### config.mk
export PLATFORM = sky130hd
export DESIGN_NAME = alarm_timer_table
export DESIGN_NICKNAME = d
export VERILOG_FILES = /design/src/rtl/att_pkg.sv /design/src/rtl/att_cell.sv /design/src/rtl/att_ctrl.sv /design/src/rtl/alarm_timer_table.sv
export SDC_FILE = /design/constraint.sdc
export NUM_CORES = 2
export LEC_CHECK = 0
export ABC_AREA = 1
export BUFFER_PORTS_ARGS = -buffer_cell sky130_fd_sc_hd__buf_2
export CAP_MARGIN = 20
export CORE_MARGIN = 5
export CORE_UTILIZATION = 35
export CTS_BUF_LIST = sky130_fd_sc_hd__clkbuf_2
export DETAILED_ROUTE_END_ITERATION = 12
export GPL_TIMING_DRIVEN = 0
export HOLD_SLACK_MARGIN = 0.08
export PLACE_DENSITY = 0.56
export SYNTH_ARGS = -nofsm -noshare
export SYNTH_HDL_FRONTEND = slang
export SYNTH_HIERARCHICAL = 1
export SYNTH_SLANG_ARGS = --single-unit
### constraint.sdc
create_clock -name clk -period 10.7 [get_ports clk]
set_clock_uncertainty 0.05 [all_clocks]
set_input_delay 2.14 -clock clk [delete_from_list [all_inputs] [get_ports clk]]
set_output_delay 2.14 -clock clk [all_outputs]
set_load 0.03 [all_outputs]
### src/rtl/att_pkg.sv
`default_nettype none

package att_pkg;

  localparam int TABLE_ENTRIES = 16;
  localparam int RESULT_LIMIT  = 16;

  localparam int OP_W    = 2;
  localparam int ID_W    = 16;
  localparam int DELAY_W = 16;
  localparam int TIME_W  = 32;
  localparam int RES_W   = 3;
  localparam int CNT_W   = $clog2(RESULT_LIMIT + 1);

  typedef enum logic [OP_W-1:0] {
    OP_INSERT = 2'd0,
    OP_CHANGE = 2'd1,
    OP_CANCEL = 2'd2,
    OP_TICK   = 2'd3
  } op_t;

  typedef enum logic [RES_W-1:0] {
    RES_INSERTED  = 3'd0,
    RES_CHANGED   = 3'd1,
    RES_CANCELLED = 3'd2,
    RES_NOT_FOUND = 3'd3,
    RES_FULL      = 3'd4,
    RES_EXPIRED   = 3'd5
  } res_t;

  // Action broadcast to every cell of the chain
  typedef enum logic [2:0] {
    ACT_HOLD    = 3'd0,
    ACT_START   = 3'd1,
    ACT_ADVANCE = 3'd2,
    ACT_INSERT  = 3'd3,
    ACT_CHANGE  = 3'd4,
    ACT_DELETE  = 3'd5
  } act_t;

  typedef enum logic {
    ST_IDLE = 1'b0,
    ST_SCAN = 1'b1
  } state_t;

  typedef struct packed {
    logic              valid;
    logic [ID_W-1:0]   ident;
    logic [TIME_W-1:0] expiry;
  } entry_t;

  typedef struct packed {
    act_t              act;
    logic [ID_W-1:0]   id;
    logic [TIME_W-1:0] expiry;
    logic [TIME_W-1:0] now;
  } cell_cmd_t;

  // Compare results of one cell, with its scan token flag
  typedef struct packed {
    logic            tok;
    logic            valid;
    logic            match;
    logic            place;
    logic            due;
    logic [ID_W-1:0] ident;
  } cell_stat_t;

  // Status of the cell under the token, plus the full and token-present flags
  typedef struct packed {
    logic            tok_any;
    logic            full;
    logic            valid;
    logic            match;
    logic            place;
    logic            due;
    logic [ID_W-1:0] ident;
  } scan_stat_t;

endpackage

`default_nettype wire

### src/rtl/att_cell.sv
`default_nettype none

module att_cell (
  input  wire logic               clk,
  input  wire logic               rst_n,
  input  wire att_pkg::cell_cmd_t cmd,
  input  wire att_pkg::entry_t    left_entry,
  input  wire logic               left_therm,
  input  wire att_pkg::entry_t    right_entry,
  output att_pkg::entry_t         entry,
  output logic                    therm,
  output att_pkg::cell_stat_t     stat
);
  import att_pkg::*;

  logic              valid_r, valid_nxt;
  logic [ID_W-1:0]   ident_r, ident_nxt;
  logic [TIME_W-1:0] expiry_r, expiry_nxt;
  logic              therm_r, therm_nxt;
  logic              tok;

  // Token sits on the first cell of the thermometer run
  assign tok = therm_r & ~left_therm;

  assign entry = '{valid: valid_r, ident: ident_r, expiry: expiry_r};
  assign therm = therm_r;

  // Local compares against the broadcast command
  always_comb begin
    stat.tok   = tok;
    stat.valid = valid_r;
    stat.match = valid_r && (ident_r == cmd.id);
    stat.place = !valid_r || (ident_r > cmd.id) ||
                 ((ident_r == cmd.id) && (expiry_r >= cmd.expiry));
    stat.due   = valid_r && (expiry_r <= cmd.now);
    stat.ident = ident_r;
  end

  // Load from a neighbor, from the command, or hold
  always_comb begin
    valid_nxt  = valid_r;
    ident_nxt  = ident_r;
    expiry_nxt = expiry_r;
    therm_nxt  = therm_r;
    unique case (cmd.act)
      ACT_HOLD: begin
      end
      ACT_START: begin
        therm_nxt = 1'b1;
      end
      ACT_ADVANCE: begin
        therm_nxt = left_therm;
      end
      ACT_INSERT: begin
        if (tok) begin
          valid_nxt  = 1'b1;
          ident_nxt  = cmd.id;
          expiry_nxt = cmd.expiry;
        end else if (therm_r) begin
          valid_nxt  = left_entry.valid;
          ident_nxt  = left_entry.ident;
          expiry_nxt = left_entry.expiry;
        end
      end
      ACT_CHANGE: begin
        if (tok) begin
          expiry_nxt = cmd.expiry;
        end
      end
      ACT_DELETE: begin
        if (therm_r) begin
          valid_nxt  = right_entry.valid;
          ident_nxt  = right_entry.ident;
          expiry_nxt = right_entry.expiry;
        end
      end
      default: begin
      end
    endcase
  end

  always_ff @(posedge clk) begin
    if (!rst_n) begin
      valid_r <= 1'b0;
      therm_r <= 1'b0;
    end else begin
      valid_r <= valid_nxt;
      therm_r <= therm_nxt;
    end
    ident_r  <= ident_nxt;
    expiry_r <= expiry_nxt;
  end

endmodule

`default_nettype wire

### src/rtl/att_ctrl.sv
`default_nettype none

module att_ctrl (
  input  wire logic                         clk,
  input  wire logic                         rst_n,
  input  wire logic                         start,
  output logic                              busy,
  input  wire logic [att_pkg::OP_W-1:0]     in_op,
  input  wire logic [att_pkg::ID_W-1:0]     in_alarm_id,
  input  wire logic [att_pkg::DELAY_W-1:0]  in_delay_seconds,
  input  wire att_pkg::scan_stat_t          scan,
  output att_pkg::cell_cmd_t                cmd,
  output logic                              out_valid,
  output logic [att_pkg::RES_W-1:0]         out_event_res,
  output logic [att_pkg::ID_W-1:0]          out_event_id,
  output logic [att_pkg::TIME_W-1:0]        out_event_time,
  output logic                              out_last
);
  import att_pkg::*;

  state_t            state_r, state_nxt;
  op_t               op_r;
  logic [ID_W-1:0]   id_r;
  logic [TIME_W-1:0] exp_r, exp_nxt;
  logic [TIME_W-1:0] now_r, now_nxt;
  logic [CNT_W-1:0]  cnt_r, cnt_nxt;
  logic              pend_valid_r, pend_valid_nxt;
  logic [ID_W-1:0]   pend_id_r, pend_id_nxt;

  logic              out_valid_r, out_valid_nxt;
  res_t              out_res_r, out_res_nxt;
  logic [ID_W-1:0]   out_id_r, out_id_nxt;
  logic [TIME_W-1:0] out_time_r, out_time_nxt;
  logic              out_last_r, out_last_nxt;

  logic              accept;
  act_t              act;
  logic              done;
  logic              emit_one;
  res_t              emit_res;
  logic              emit_exp;
  logic              flush;
  logic [TIME_W:0]   exp_sum;

  assign busy   = (state_r != ST_IDLE);
  assign accept = start && !busy;

  // Expiry of a new or re-armed alarm, saturated
  assign exp_sum = {1'b0, now_r} + {{(TIME_W + 1 - DELAY_W){1'b0}}, in_delay_seconds};
  assign exp_nxt = exp_sum[TIME_W] ? {TIME_W{1'b1}} : exp_sum[TIME_W-1:0];

  assign cmd = '{act: act, id: id_r, expiry: exp_r, now: now_r};

  // Decide the action for the cell under the token
  always_comb begin
    act      = ACT_HOLD;
    done     = 1'b0;
    emit_one = 1'b0;
    emit_res = RES_NOT_FOUND;
    emit_exp = 1'b0;
    flush    = 1'b0;
    if (state_r == ST_IDLE) begin
      if (accept) begin
        act = ACT_START;
      end
    end else begin
      case (op_r) inside
        OP_INSERT: begin
          if (scan.full || !scan.tok_any) begin
            done     = 1'b1;
            emit_one = 1'b1;
            emit_res = RES_FULL;
          end else if (scan.place) begin
            act      = ACT_INSERT;
            done     = 1'b1;
            emit_one = 1'b1;
            emit_res = RES_INSERTED;
          end else begin
            act = ACT_ADVANCE;
          end
        end
        OP_CHANGE, OP_CANCEL: begin
          if (!scan.tok_any || !scan.valid) begin
            done     = 1'b1;
            emit_one = 1'b1;
            emit_res = RES_NOT_FOUND;
          end else if (scan.match) begin
            done     = 1'b1;
            emit_one = 1'b1;
            if (op_r == OP_CHANGE) begin
              act      = ACT_CHANGE;
              emit_res = RES_CHANGED;
            end else begin
              act      = ACT_DELETE;
              emit_res = RES_CANCELLED;
            end
          end else begin
            act = ACT_ADVANCE;
          end
        end
        default: begin
          if (scan.tok_any && scan.valid && scan.due && (cnt_r < CNT_W'(RESULT_LIMIT))) begin
            act      = ACT_DELETE;
            emit_exp = 1'b1;
          end else if (scan.tok_any && scan.valid) begin
            act = ACT_ADVANCE;
          end else begin
            done  = 1'b1;
            flush = 1'b1;
          end
        end
      endcase
    end
  end

  // Next state
  always_comb begin
    state_nxt = state_r;
    unique case (state_r)
      ST_IDLE: if (accept) state_nxt = ST_SCAN;
      ST_SCAN: if (done) state_nxt = ST_IDLE;
      default: state_nxt = ST_IDLE;
    endcase
  end

  // Counter, pending expiry word and result word
  always_comb begin
    now_nxt        = now_r;
    cnt_nxt        = cnt_r;
    pend_valid_nxt = pend_valid_r;
    pend_id_nxt    = pend_id_r;
    out_valid_nxt  = 1'b0;
    out_res_nxt    = out_res_r;
    out_id_nxt     = out_id_r;
    out_time_nxt   = out_time_r;
    out_last_nxt   = out_last_r;
    if (accept) begin
      cnt_nxt        = '0;
      pend_valid_nxt = 1'b0;
      if (op_t'(in_op) == OP_TICK) begin
        now_nxt = now_r + TIME_W'(1);
      end
    end
    if (emit_one) begin
      out_valid_nxt = 1'b1;
      out_res_nxt   = emit_res;
      out_id_nxt    = id_r;
      out_time_nxt  = now_r;
      out_last_nxt  = 1'b1;
    end else if ((emit_exp || flush) && pend_valid_r) begin
      out_valid_nxt = 1'b1;
      out_res_nxt   = RES_EXPIRED;
      out_id_nxt    = pend_id_r;
      out_time_nxt  = now_r;
      out_last_nxt  = flush;
    end
    // Hold each expiry back one step so the final one carries last
    if (emit_exp) begin
      pend_valid_nxt = 1'b1;
      pend_id_nxt    = scan.ident;
      cnt_nxt        = cnt_r + CNT_W'(1);
    end else if (flush) begin
      pend_valid_nxt = 1'b0;
    end
  end

  always_ff @(posedge clk) begin
    if (!rst_n) begin
      state_r      <= ST_IDLE;
      now_r        <= '0;
      cnt_r        <= '0;
      pend_valid_r <= 1'b0;
      out_valid_r  <= 1'b0;
    end else begin
      state_r      <= state_nxt;
      now_r        <= now_nxt;
      cnt_r        <= cnt_nxt;
      pend_valid_r <= pend_valid_nxt;
      out_valid_r  <= out_valid_nxt;
    end
    if (accept) begin
      op_r  <= op_t'(in_op);
      id_r  <= in_alarm_id;
      exp_r <= exp_nxt;
    end
    pend_id_r  <= pend_id_nxt;
    out_res_r  <= out_res_nxt;
    out_id_r   <= out_id_nxt;
    out_time_r <= out_time_nxt;
    out_last_r <= out_last_nxt;
  end

  assign out_valid      = out_valid_r;
  assign out_event_res  = out_res_r;
  assign out_event_id   = out_id_r;
  assign out_event_time = out_time_r;
  assign out_last       = out_last_r;

endmodule

`default_nettype wire

### src/rtl/alarm_timer_table.sv
// Alarm timer table: up to TABLE_ENTRIES pending alarms kept in order of
// identifier, then expiry, in a chain of cells.
// Command channel: a word (in_op, in_alarm_id, in_delay_seconds) is taken
// at a clock edge with start high and busy low. Insert, change and cancel
// answer with one result word; a tick advances the seconds counter and
// answers with one expired word per due alarm in table order (none if
// nothing is due).
// Result channel: out_valid marks each result word for exactly one cycle;
// out_last flags the final word of a command. The receiver cannot stall.
// Timing: a scan token walks one cell per cycle while cells are passed,
// and stays put while the alarm under it is removed. Insert, change and
// cancel put out their result word when the scan ends; a tick puts out
// its final word when the token runs past the valid entries. busy stays
// high until the last result word is registered, so one command runs at
// a time and the next one can be taken in the cycle that word is on the
// outputs.
// Reset (rst_n low, synchronous) empties the table and clears the seconds
// counter; no clearing pass is needed.
`default_nettype none

module alarm_timer_table (
  input  wire logic                         clk,
  input  wire logic                         rst_n,
  input  wire logic                         start,
  output logic                              busy,
  input  wire logic [att_pkg::OP_W-1:0]     in_op,
  input  wire logic [att_pkg::ID_W-1:0]     in_alarm_id,
  input  wire logic [att_pkg::DELAY_W-1:0]  in_delay_seconds,
  output logic                              out_valid,
  output logic [att_pkg::RES_W-1:0]         out_event_res,
  output logic [att_pkg::ID_W-1:0]          out_event_id,
  output logic [att_pkg::TIME_W-1:0]        out_event_time,
  output logic                              out_last
);
  import att_pkg::*;

  cell_cmd_t  cmd;
  scan_stat_t scan;
  entry_t     entries [TABLE_ENTRIES];
  logic       therms  [TABLE_ENTRIES];
  cell_stat_t stats   [TABLE_ENTRIES];
  logic [TABLE_ENTRIES-1:0] valid_vec;
  logic [TABLE_ENTRIES:0]   valid_inc;

  // Row of cells, each tied to its neighbors
  for (genvar i = 0; i < TABLE_ENTRIES; i++) begin : g_cell
    entry_t left_e;
    entry_t right_e;
    logic   left_t;

    if (i == 0) begin : g_head
      assign left_e = '0;
      assign left_t = 1'b0;
    end else begin : g_body
      assign left_e = entries[i-1];
      assign left_t = therms[i-1];
    end

    if (i == TABLE_ENTRIES - 1) begin : g_tail
      assign right_e = '0;
    end else begin : g_mid
      assign right_e = entries[i+1];
    end

    att_cell u_cell (
      .clk         (clk),
      .rst_n       (rst_n),
      .cmd         (cmd),
      .left_entry  (left_e),
      .left_therm  (left_t),
      .right_entry (right_e),
      .entry       (entries[i]),
      .therm       (therms[i]),
      .stat        (stats[i])
    );

    assign valid_vec[i] = entries[i].valid;
  end

  // Pick out the status of the cell under the token
  always_comb begin
    scan         = '0;
    scan.full    = entries[TABLE_ENTRIES-1].valid;
    scan.tok_any = therms[TABLE_ENTRIES-1];
    for (int i = 0; i < TABLE_ENTRIES; i++) begin
      if (stats[i].tok) begin
        scan.valid = scan.valid | stats[i].valid;
        scan.match = scan.match | stats[i].match;
        scan.place = scan.place | stats[i].place;
        scan.due   = scan.due   | stats[i].due;
        scan.ident = scan.ident | stats[i].ident;
      end
    end
  end

  att_ctrl u_ctrl (
    .clk              (clk),
    .rst_n            (rst_n),
    .start            (start),
    .busy             (busy),
    .in_op            (in_op),
    .in_alarm_id      (in_alarm_id),
    .in_delay_seconds (in_delay_seconds),
    .scan             (scan),
    .cmd              (cmd),
    .out_valid        (out_valid),
    .out_event_res    (out_event_res),
    .out_event_id     (out_event_id),
    .out_event_time   (out_event_time),
    .out_last         (out_last)
  );

  assign valid_inc = {1'b0, valid_vec} + (TABLE_ENTRIES + 1)'(1);

  // Valid entries always fill the head of the chain without gaps
  a_contig: assert property (@(posedge clk) disable iff (!rst_n)
    $onehot(valid_inc))
    else $error("valid entries not contiguous");

  // A result word only follows a cycle of work on a command
  a_res_busy: assert property (@(posedge clk) disable iff (!rst_n)
    out_valid |-> $past(busy))
    else $error("result word without a command in progress");

  // The final word of a command is not followed at once by another
  a_last_gap: assert property (@(posedge clk) disable iff (!rst_n)
    out_valid && out_last |=> !out_valid)
    else $error("result word right after the final word");

  // An accepted command keeps the block busy in the next cycle
  a_accept_busy: assert property (@(posedge clk) disable iff (!rst_n)
    start && !busy |=> busy)
    else $error("command accepted but block not busy");

endmodule

`default_nettype wire
==> impl_metrics.env <==
export IMPL_cts_path_max_buffers=4
export IMPL_dieArea_um2=270100
export IMPL_setup_ws_ps=3903
export IMPL_drt_initial_drc_count=7652
export IMPL_cts_resized=0
export IMPL_rsz0062_at_grt="false"
export IMPL_drive_gt1_frac=0.1187
export IMPL_whs_path_depth=2
export IMPL_syn_inst=12240
export IMPL_maxSlewViolCount=0
export IMPL_worstPathArrival_ps=8240
export IMPL_syn_to_final_growth_pct=11.29
export IMPL_p_switching_w=0.003072
export IMPL_hp_start="u_ctrl/pend_id_r[9]$_DFFE_PP_"
export IMPL_yosysUniqueCellTypes=49
export IMPL_status="completed"
export IMPL_multiInputGateArea_um2=51660
export IMPL_leakage_nw=44.49
export IMPL_met1_usage=0.3215
export IMPL_clk_latency_ps=1890
export IMPL_worst_pin_slew_ps=1245
export IMPL_cp_data_required_time_ps=12140
export IMPL_r2r_end="g_cell[2].u_cell/expiry_r[20]$_DFFE_PP_"
export IMPL_synth_flop_cell="edfxtp_1"
export IMPL_portBuffers=90
export IMPL_routed_wirelength_mm=347.7
export IMPL_fin_area_um2=101200
export IMPL_hold_path_class="reg2reg"
export IMPL_antenna_found_initial=6
export IMPL_start_kind="register"
export IMPL_post_route_min_period_ps=6797
export IMPL_wl_per_cell_um=21.12
export IMPL_place_ws_ps=4126
export IMPL_final_common_cell="nand2_1"
export IMPL_p_per_area_nw_per_um2=88.89
export IMPL_synth_edf_count=885
export IMPL_final_nets=14190
export IMPL_track_usage=0.2476
export IMPL_postCtsSetupBuffers=0
export IMPL_die_y_um=519.7
export IMPL_utilization=0.3907
export IMPL_rr_startpoint="u_ctrl/now_r[22]$_SDFFE_PN0P_"
export IMPL_cts_hold_buf=0
export IMPL_seq_area_um2=28070
export IMPL_relSlewSlack=0.1697
export IMPL_combPwrFrac=0.178
export IMPL_end_kind="register"
export IMPL_die_x_um=519.7
export IMPL_ys_seq_area_frac=0.3084
export IMPL_clkTransAtPathRegs_ps=100
export IMPL_place_congestion=0.9237
export IMPL_dp_cells=15920
export IMPL_min_period_over_period=0.6352
export IMPL_max_vdd_ir_drop_mv=0.1102
export IMPL_clock_fmax_ghz=0.1471
export IMPL_p_int_w=0.005922
export IMPL_synthArstFlopShare=0
export IMPL_met3_usage=0.03256
export IMPL_critPathKind="reg2reg"
export IMPL_cts_buffers=330
export IMPL_cts_tree="done"
export IMPL_instances_no_fill=16460
export IMPL_final_cell_mix="3,173 x nand2_1, 1,831 x inv_1, 1,300 x ha_1"
export IMPL_viasPerCell=5.205
export IMPL_clock_power_share=0.351
export IMPL_rrSetupSlack_ps=3900
export IMPL_first_pass_iters=8
export IMPL_dp_hpwl_mm=284.6
export IMPL_grt_overflow_total=0
export IMPL_antenna_left=0
export IMPL_num_io_pins=91
export IMPL_core_area_um2=259000
export IMPL_fin_tns_setup_ps=0
export IMPL_seq_power_share=0.471
export IMPL_avgSynthCellArea_um2=7.431
export IMPL_initial_core_util=0.3510
export IMPL_first_global_vias=81110
export IMPL_final_hold_viol_count=0
export IMPL_swShare=0.3416
export IMPL_r2r_cells=25
export IMPL_vias=85690
export IMPL_clock_sinks=958
export IMPL_critPathMaxFanout=27
export IMPL_holdPathEnd="u_ctrl/out_event_id[9]$_DFFE_PP_"
export IMPL_drc=0
export IMPL_placed_area_um2=98390
export IMPL_root_buffer="clkbuf_2"
export IMPL_fill_cells=27240
export IMPL_syn_area_um2=90920
export IMPL_grt_max_degree=34
export IMPL_use_met2=0.4011
export IMPL_htree_levels=5
export IMPL_maxCapViolCount=0
export IMPL_busiest_layer="met2"
export IMPL_ys_warn_count=6
export IMPL_rows=187
export IMPL_ys_ff_latch=958
export IMPL_grt_pass1_wl_mm=508.6
export IMPL_setup_violations=0
-- per-layer routing --
metal	vias up	part of all wire
li1	42550	-
met1	39340	0.43
met2	3095	0.45
met3	706	0.063
met4	2	0.060
met5	-	0.000020
-- power groups by stage --
stage	registers, W	logic (W)	clock network, W
detailed placement	0.00433	0.00156	0
global placement	0.00440	0.00142	0
CTS	0.00424	0.00157	0.00329
floorplan	0.00432	0.00101	0
finish	0.00424	0.00160	0.00316
global route	0.00424	0.00178	0.00346
-- cells in the mapped netlist (19+ instances only) --
cell | number | share of area
inv_2 | 83 | 0.0034
buf_4 | 341 | 0.028
buf_1 | 48 | 0.0020
clkbuf_1 | 53 | 0.0022
nand3_1 | 802 | 0.044
o21a_1 | 51 | 0.0042
edfxtp_1 | 885 | 0.29
a21o_1 | 32 | 0.0026
o21ai_1 | 103 | 0.0057
nor3_1 | 19 | 0.0010
nor2_1 | 881 | 0.036
nand2_1 | 3174 | 0.13
o21ai_0 | 607 | 0.033
buf_2 | 304 | 0.017
nor2_8 | 21 | 0.0046
inv_1 | 1831 | 0.076
nand4_1 | 96 | 0.0066
ha_1 | 1300 | 0.18
a31oi_1 | 305 | 0.021
o221ai_1 | 496 | 0.048
a21oi_1 | 565 | 0.031
dfxtp_1 | 73 | 0.016
-- layout make-up --
cell class | count | area share
clock inverter | 49 | 0.002708
timing repair buffer | 189 | 0.02626
antenna | 13 | 0.0003215
tap | 3402 | 0.04207
sequential | 958 | 0.2775
multi-input combinational | 8696 | 0.5105
clock buffer | 476 | 0.02354
buffer | 763 | 0.04597
inverter | 1917 | 0.07114
-- registers in the layout, indices dropped and copies added (netlist names), 2 cells and up --
signal,flops
g_cell.u_cell/expiry_r,512
g_cell.u_cell/ident_r,256
g_cell.u_cell/therm,16
g_cell.u_cell/valid_r,16
u_ctrl/cnt_r,5
u_ctrl/exp_r,32
u_ctrl/id_r,16
u_ctrl/now_r,32
u_ctrl/op_r,2
u_ctrl/out_event_id,16
u_ctrl/out_event_res,3
u_ctrl/out_event_time,32
u_ctrl/pend_id_r,16
-- cell families (layout without fill, tap and decap cells) --
logic type	count (synthesis)	in the layout	share of synthesized area
XOR/XNOR	12	12	0.001156
AND/OR/NAND/NOR	5054	5054	0.2294
adder cells (fa/ha/maj)	1301	1301	0.1791
other	1	113	0.00004124
buffers and inverters	2680	3394	0.1303
AO/OA/AOI/OAI	2229	2229	0.1516
flip-flops	958	958	0.3084
-- stage by stage --
stage          hold slack (ps)  total power [W]
6_report                 424.4         0.008995
5_1_grt                  253.5         0.009488
4_1_cts                  207.1         0.009102
3_5_place_dp             408.8         0.005893
3_3_place_gp             404.9         0.005824
2_1_floorplan            389.2         0.005333
-- critical path: stages (launching register included) --
cell     delay (ps)
dfxtp_2         910
inv_1           110
ha_1            310
nand2_1          60
nor2_1          140
nand4_1         290
nor2_1          440
nand2_1         100
nand2_1         120
a21oi_1          80
nand2_1          70
nand2_1          60
inv_2           160
nand2_1          90
nor2_1          240
nand2_1         140
nand3_1         140
nand3_1         120
a21oi_4         720
buf_16          260
buf_12          210
nor2_4          110
nand2_2         160
nand2_1         130
o31ai_4         790
buf_8           280
-- how the worst max path moves through the flow --
| stage | end | slack (ps) | start | cells after the start |
|---|---|---|---|---|
| 6_report | g_cell[2].u_cell/expiry_r[20]$_DFFE_PP_ | 3900 | u_ctrl/now_r[22]$_SDFFE_PN0P_ | 25 |
| 5_1_grt | g_cell[3].u_cell/expiry_r[24]$_DFFE_PP_ | 3690 | u_ctrl/now_r[22]$_SDFFE_PN0P_ | 25 |
| 4_1_cts | g_cell[2].u_cell/expiry_r[18]$_DFFE_PP_ | 4070 | u_ctrl/now_r[22]$_SDFFE_PN0P_ | 25 |
| 3_5_place_dp | g_cell[3].u_cell/expiry_r[19]$_DFFE_PP_ | 4130 | u_ctrl/now_r[23]$_SDFFE_PN0P_ | 25 |
| 3_3_place_gp | g_cell[1].u_cell/expiry_r[20]$_DFFE_PP_ | -4520 | u_ctrl/now_r[31]$_SDFFE_PN0P_ | 22 |
| 2_1_floorplan | g_cell[0].u_cell/expiry_r[0]$_DFFE_PP_ | 1480 | u_ctrl/id_r[15]$_DFFE_PP_ | 21 |
(Power assumes the default switching activity.)
